$ cat src/rtl/scope_trigger_capture_core_macros.svh
// Assertion macros shared by the scope trigger capture RTL.
// Files that use these must have i_clk and i_rst_n in scope.
`ifndef SCOPE_TRIGGER_CAPTURE_CORE_MACROS_SVH
`define SCOPE_TRIGGER_CAPTURE_CORE_MACROS_SVH

// check expr on every edge outside reset
`define STC_ASSERT(label, expr, msg) \
    label: assert property (@(posedge i_clk) disable iff (!i_rst_n) (expr)) else $error(msg);

// check that cond implies expr on the next edge
`define STC_ASSERT_NEXT(label, cond, expr, msg) \
    label: assert property (@(posedge i_clk) disable iff (!i_rst_n) (cond) |=> (expr)) \
        else $error(msg);

`endif

$ cat src/rtl/stc_pkg.sv
// Shared constants, opcodes and types for the scope trigger capture core.
// No dependencies.
package stc_pkg;

    localparam int CAPTURE_DEPTH = 512;
    localparam int ADDR_W        = $clog2(CAPTURE_DEPTH);
    localparam int HALF_DEPTH    = CAPTURE_DEPTH / 2;
    localparam int COUNT_CAP     = 4 * CAPTURE_DEPTH - 1;
    localparam int COUNT_W       = $clog2(4 * CAPTURE_DEPTH);
    localparam int MAX_PICKS     = 32;
    localparam int PICK_W        = $clog2(MAX_PICKS + 1);
    localparam int SAMPLE_WIDTH  = 24;
    localparam int IN_W          = 24;
    localparam int INDEX_W       = 9;
    localparam int H_W           = 30;
    localparam int SUM_W         = H_W + 1;
    localparam int PHASE_W       = 25;
    localparam int STEP_W        = 24;
    localparam int COEF_W        = 16;
    localparam int CFG_IDX_W     = 2;
    localparam int CFG_DATA_W    = 24;

    localparam logic [1:0] OP_PUSH    = 2'd0;
    localparam logic [1:0] OP_READ    = 2'd1;
    localparam logic [1:0] OP_RELEASE = 2'd2;

    localparam logic [CFG_IDX_W-1:0] CFG_PHASE_STEP = 2'd0;
    localparam logic [CFG_IDX_W-1:0] CFG_HP_COEF    = 2'd1;
    localparam logic [CFG_IDX_W-1:0] CFG_GAIN       = 2'd2;

    localparam logic [STEP_W-1:0] RST_PHASE_STEP = 24'd65536;
    localparam logic [COEF_W-1:0] RST_HP_COEF    = 16'd65000;
    localparam logic [COEF_W-1:0] RST_GAIN       = 16'd4096;

    typedef struct packed {
        logic m1;
        logic m2;
        logic dstep;
        logic hstep;
        logic gstep;
    } t_lane_ctl;

endpackage

$ cat src/rtl/stc_lane.sv
// One channel of the pick datapath: DC-removing one-pole filter and gain.
// Depends on stc_pkg; steps through multiply, filter update, high-pass, gain.
module stc_lane (
    input  logic                                 i_clk,
    input  logic                                 i_rst_n,
    input  stc_pkg::t_lane_ctl                   i_ctl,
    input  logic signed [stc_pkg::IN_W-1:0]      i_x,
    input  logic [stc_pkg::COEF_W-1:0]           i_coef,
    input  logic [stc_pkg::COEF_W-1:0]           i_gain,
    output logic signed [stc_pkg::H_W-1:0]       o_h,
    output logic signed [stc_pkg::SAMPLE_WIDTH-1:0] o_value
);
    import stc_pkg::*;

    logic signed [39:0]    r_dc;
    logic signed [41:0]    r_a;
    logic [35:0]           r_blo;
    logic signed [36:0]    r_bhi;
    logic signed [H_W-1:0] r_h;
    logic signed [46:0]    r_g;

    logic [16:0]        w_pole;
    logic signed [41:0] w_a;
    logic [35:0]        w_blo;
    logic signed [36:0] w_bhi;
    logic signed [57:0] w_v;
    logic signed [41:0] w_draw;
    logic signed [39:0] w_d;
    logic signed [41:0] w_hv;
    logic signed [46:0] w_gv;
    logic signed [34:0] w_s;
    logic               w_s_ok;

    always_comb begin
        w_pole = 17'(17'd65536 - {1'b0, i_coef});
        w_a    = $signed({1'b0, w_pole}) * i_x;
        w_blo  = i_coef * r_dc[19:0];
        w_bhi  = $signed({1'b0, i_coef}) * $signed(r_dc[39:20]);
        w_v    = $signed({r_a[41], r_a, 15'b0}) + $signed({r_bhi[36], r_bhi, 20'b0})
               + $signed({22'b0, r_blo}) + 58'sd32768;
        w_draw = w_v[57:16];
        if (w_draw[41:39] == 3'b000 || w_draw[41:39] == 3'b111) begin
            w_d = w_draw[39:0];
        end else if (w_draw[41]) begin
            w_d = {1'b1, 39'b0};
        end else begin
            w_d = {1'b0, {39{1'b1}}};
        end
        w_hv   = $signed({{3{i_x[IN_W-1]}}, i_x, 15'b0}) - $signed({{2{r_dc[39]}}, r_dc})
               + 42'sd2048;
        w_gv   = r_g + 47'sd2048;
        w_s    = w_gv[46:12];
        w_s_ok = (&w_s[34:SAMPLE_WIDTH-1]) || !(|w_s[34:SAMPLE_WIDTH-1]);
        if (w_s_ok) begin
            o_value = w_s[SAMPLE_WIDTH-1:0];
        end else if (w_s[34]) begin
            o_value = {1'b1, {(SAMPLE_WIDTH-1){1'b0}}};
        end else begin
            o_value = {1'b0, {(SAMPLE_WIDTH-1){1'b1}}};
        end
    end

    always_ff @(posedge i_clk) begin
        if (!i_rst_n) begin
            r_dc <= '0;
        end else if (i_ctl.dstep) begin
            r_dc <= w_d;
        end
    end

    always_ff @(posedge i_clk) begin
        if (i_ctl.m1) begin
            r_a   <= w_a;
            r_blo <= w_blo;
        end
        if (i_ctl.m2) begin
            r_bhi <= w_bhi;
        end
        if (i_ctl.hstep) begin
            r_h <= w_hv[41:12];
        end
        if (i_ctl.gstep) begin
            r_g <= r_h * $signed({1'b0, i_gain});
        end
    end

    assign o_h = r_h;
endmodule

$ cat config.mk
export PLATFORM = sky130hd
export DESIGN_NAME = stc_lane
export DESIGN_NICKNAME = d
export VERILOG_FILES = /design/src/rtl/scope_trigger_capture_core_macros.svh /design/src/rtl/stc_pkg.sv /design/src/rtl/stc_lane.sv
export SDC_FILE = /design/constraint.sdc
export NUM_CORES = 2
export LEC_CHECK = 0
export BUFFER_PORTS_ARGS = -buffer_cell sky130_fd_sc_hd__buf_2
export CORE_MARGIN = 2
export CORE_UTILIZATION = 60
export CTS_CLUSTER_SIZE = 28
export DETAILED_ROUTE_END_ITERATION = 10
export PLACE_DENSITY = 0.77
export REMOVE_ABC_BUFFERS = 1
export SLEW_MARGIN = 20
export SYNTH_ARGS = -nofsm -noshare
export SYNTH_HDL_FRONTEND = slang
export SYNTH_SLANG_ARGS = --single-unit
$ cat constraint.sdc
create_clock -name i_clk -period 11.1 [get_ports i_clk]
set_input_delay 1.11 -clock i_clk [delete_from_list [all_inputs] [get_ports i_clk]]
set_output_delay 1.11 -clock i_clk [all_outputs]
set_load 0.02 [all_outputs]
==> results.json <==
{
  "ys.warnings.count": 0,
  "required_ns": 11.39,
  "path_clk_slew_ns": 0.06,
  "fin_util_pct": 63.02,
  "clkSinkCount": 206,
  "cts_buffer_depth": 3,
  "synth-seq-cells": 206,
  "ys_seq_area_share_pct": 9.059,
  "synth_area_leaders": "fa_1, ha_1, inv_1",
  "holdPathStages": 2,
  "max_freq_ghz": 0.09935,
  "asyncSetResetFlopFracSynth_pct": 0,
  "placementRows": 119,
  "synthesis.area_mm2": 0.06386,
  "first_iter_violations": 3197,
  "grt_start_max_net_pins": 64,
  "holdCritPathClass": "reg -> reg",
  "synthesized_instance_count": 6934,
  "cap_viol_max_count": 0,
  "die_area_mm2": 0.1091,
  "placement.io_buffers": 116,
  "grt_pass1_wl_um": 270100,
  "final-hold-violation-count": 0,
  "ant_nets": 0,
  "cts.root.buffer_cell": "clkbuf_16",
  "hp-start": "r_dc[11]$_SDFFE_PN0P_",
  "drt-pass1-iter-count": 9,
  "number_of_enable_type_register_cells_in_the_synthesized_netlist": 166,
  "clock_latency_at_the_later_pin_of_the_worst_skew_pair_ns": 0.58,
  "die_h_um": 330.3,
  "failed_checks": "design-rule violations",
  "core_area_mm2": 0.1054,
  "reg2reg_setup_slack_ns": 3.38,
  "path_class": "in -> reg",
  "first_global_vias": 51270,
  "nets": 8844,
  "grt_antenna_before_repair": 2,
  "routed_wire_length_per_instance_um": 20.02,
  "worstSetupStartpointType": "input port",
  "final.fill_count": 8588,
  "effective_utilization_at_floorplan_pct": 60.58,
  "routed_via_count_divided_by_cell_count": 5.669,
  "cts-htree-levels": 1,
  "grt_remaining_overflow": 0,
  "route.detailed.drc": 10,
  "antenna-diode-count": 0,
  "final_min_period_over_clock_period_pct": 90.68,
  "critical_path_arrival_ns": 10.35,
  "area_growth_syn_to_layout_pct": 4.024,
  "ioPinCount": 117,
  "tightest_slew_ns": 1.108,
  "crit_path_end_kind": "flop",
  "gr-usage-all-layers_pct": 31.89,
  "synth_ff_type": "edfxtp_1",
  "routed-via-count": 46700,
  "critical_r2r_capture": "r_g[46]$_DFFE_PP_",
  "rsz0062_at_grt": "false",
  "sink_of_the_worst_hold_path": "r_dc[11]$_SDFFE_PN0P_",
  "synth_area_leader_cell": "fa_1",
  "ratio_of_cells_with_drive_above_1_in_the_final_layout_pct": 3.928,
  "regToRegStartpoint": "o_h[13]$_DFFE_PP_",
  "floorplan.die.width_um": 330.3,
  "relSlewSlack_pct": 26.03,
  "synth.avg_cell_area_um2": 9.210,
  "synth_top_area_share_pct": 45.36,
  "clock_skew_ns": 0.03438,
  "hold_bufs_inserted_after_cts": 0,
  "period_needed_ns": 10.07,
  "post_cts_buffers": 0,
  "synth_cell_types": 85,
  "cts_resized": 0,
  "hpwlAfterDp_um": 128500,
  "r2r.worst_path.cells": 24,
  "worstSetupStartpoint": "i_coef[3]",
  "finalWirelength_um": 164900,
  "setup_viol": 0,
  "cts_inserted_buffers": 24,
  "seqCellArea_mm2": 0.005786,
  "place_congestion": 0.9218,
  "setup_tns_ns": 0,
  "run_status": "finished with violations",
  "multiInputGateArea_mm2": 0.05091,
  "crit_fanout": 13,
  "drv_slew": 0,
  "cts_tree": "yes"
}
==> worst max path at each step <==
stage	slack, ns	to	depth (start not counted)
after floorplan	2.35	r_a[41]$_DFFE_PP_	28
after global placement	0.92	r_a[41]$_DFFE_PP_	28
after detailed placement	0.69	r_a[41]$_DFFE_PP_	28
after CTS	1.25	r_a[41]$_DFFE_PP_	28
after global routing	0.64	r_a[41]$_DFFE_PP_	28
final	1.03	r_a[41]$_DFFE_PP_	28
==> cell type report <==
| class | count | share of cell area [%] |
|---|---|---|
| multi-input combinational | 4788 | 76.63 |
| inverter | 1633 | 9.227 |
| sequential | 206 | 8.709 |
| tap | 1391 | 2.620 |
| timing repair buffer | 177 | 1.593 |
| clock buffer | 26 | 0.9624 |
| clock inverter | 18 | 0.2580 |
==> synth_stat cells (15+ instances only) <==
cell         n
inv_1     1633
fa_1      1447
nand2_1   1062
and2_1     582
ha_1       504
clkbuf_1   288
a21oi_1    182
edfxtp_1   166
nor2_1     145
xnor2_1    138
o21ai_0    103
a21o_1      94
xor2_1      79
nor3_1      48
nand3_1     45
dfxtp_1     40
and3_1      35
o21a_1      34
nor2b_1     26
mux2i_1     25
nand4_1     20
a211oi_1    16
a31oi_1     16
nand2b_1    15
==> metrics by stage <==
stage          hold slack (ns)  area, µm²  worst slack [ns]  cells
2_1_floorplan           0.6167      62680             2.351   6627
3_3_place_gp            0.5113      65570            0.9183   8194
3_5_place_dp            0.5203      65570            0.6940   8194
4_1_cts                 0.5368      66380             1.249   8238
5_1_grt                 0.5931      66430            0.6433   8239
6_report                0.5358      66430             1.035   8239
==> cell families after synthesis <==
logic type | count (synthesis) | synth area share (%)
flops | 206 | 9.059
fa+ha+maj | 1951 | 55.23
xor+xnor | 218 | 3.019
buf+inv | 1940 | 11.46
mux | 25 | 0.3918
simple gates | 2037 | 15.21
compound gates | 557 | 5.625
==> placed cells by master, fill, tap and decap left out, drive strengths merged, types with 34 or more instances in the layout <==
cell       n
nor3      48
and2     582
ha       504
nand2   1062
xnor2    139
nand3     47
o21ai    110
a21o      94
fa      1447
buf      177
edfxtp   166
xor2      79
nor2     148
dfxtp     40
a21oi    184
inv     1636
and3      38
o21a      34
==> worst max-delay path, cell delays in order <==
cell and delay [ns]:
buf_2 0.11, nor2_1 0.49, nand3_1 0.16, or3_1 0.55
o41a_1 0.45, nor2_2 0.51, buf_4 0.31, nand2_1 0.10
fa_1 0.55, inv_1 0.05, fa_1 0.49, fa_1 0.58
fa_1 0.44, fa_1 0.50, inv_1 0.05, fa_1 0.47
inv_1 0.05, ha_1 0.38, nand4_1 0.19, or3_1 0.42
a311oi_1 0.44, nor3_1 0.20, a2111oi_0 0.79, nor2_1 0.14
a211oi_1 0.35, a211oi_1 0.17, a21oi_1 0.18, xnor2_1 0.09
==> sequential cells by signal, summed over array words and instances (netlist names) <==
register,flops
r_g,36
r_a,42
r_bhi,37
r_dc,40
o_h,30
r_blo,21
==> metal layers <==
metal	vias up	GRT usage (%)	share of wire (%)	wire (µm)
li1	20400	-	-	-
met5	-	0	0.0055	9
met4	2	15.73	6.1	10130
met1	23720	40.18	38	62090
met3	572	5.062	8.0	13200
met2	2016	53.77	48	79470
Power is left out: the tool's default activity adds up to more than one toggle a clock period on the data nets, which glitch-free logic cannot reach.
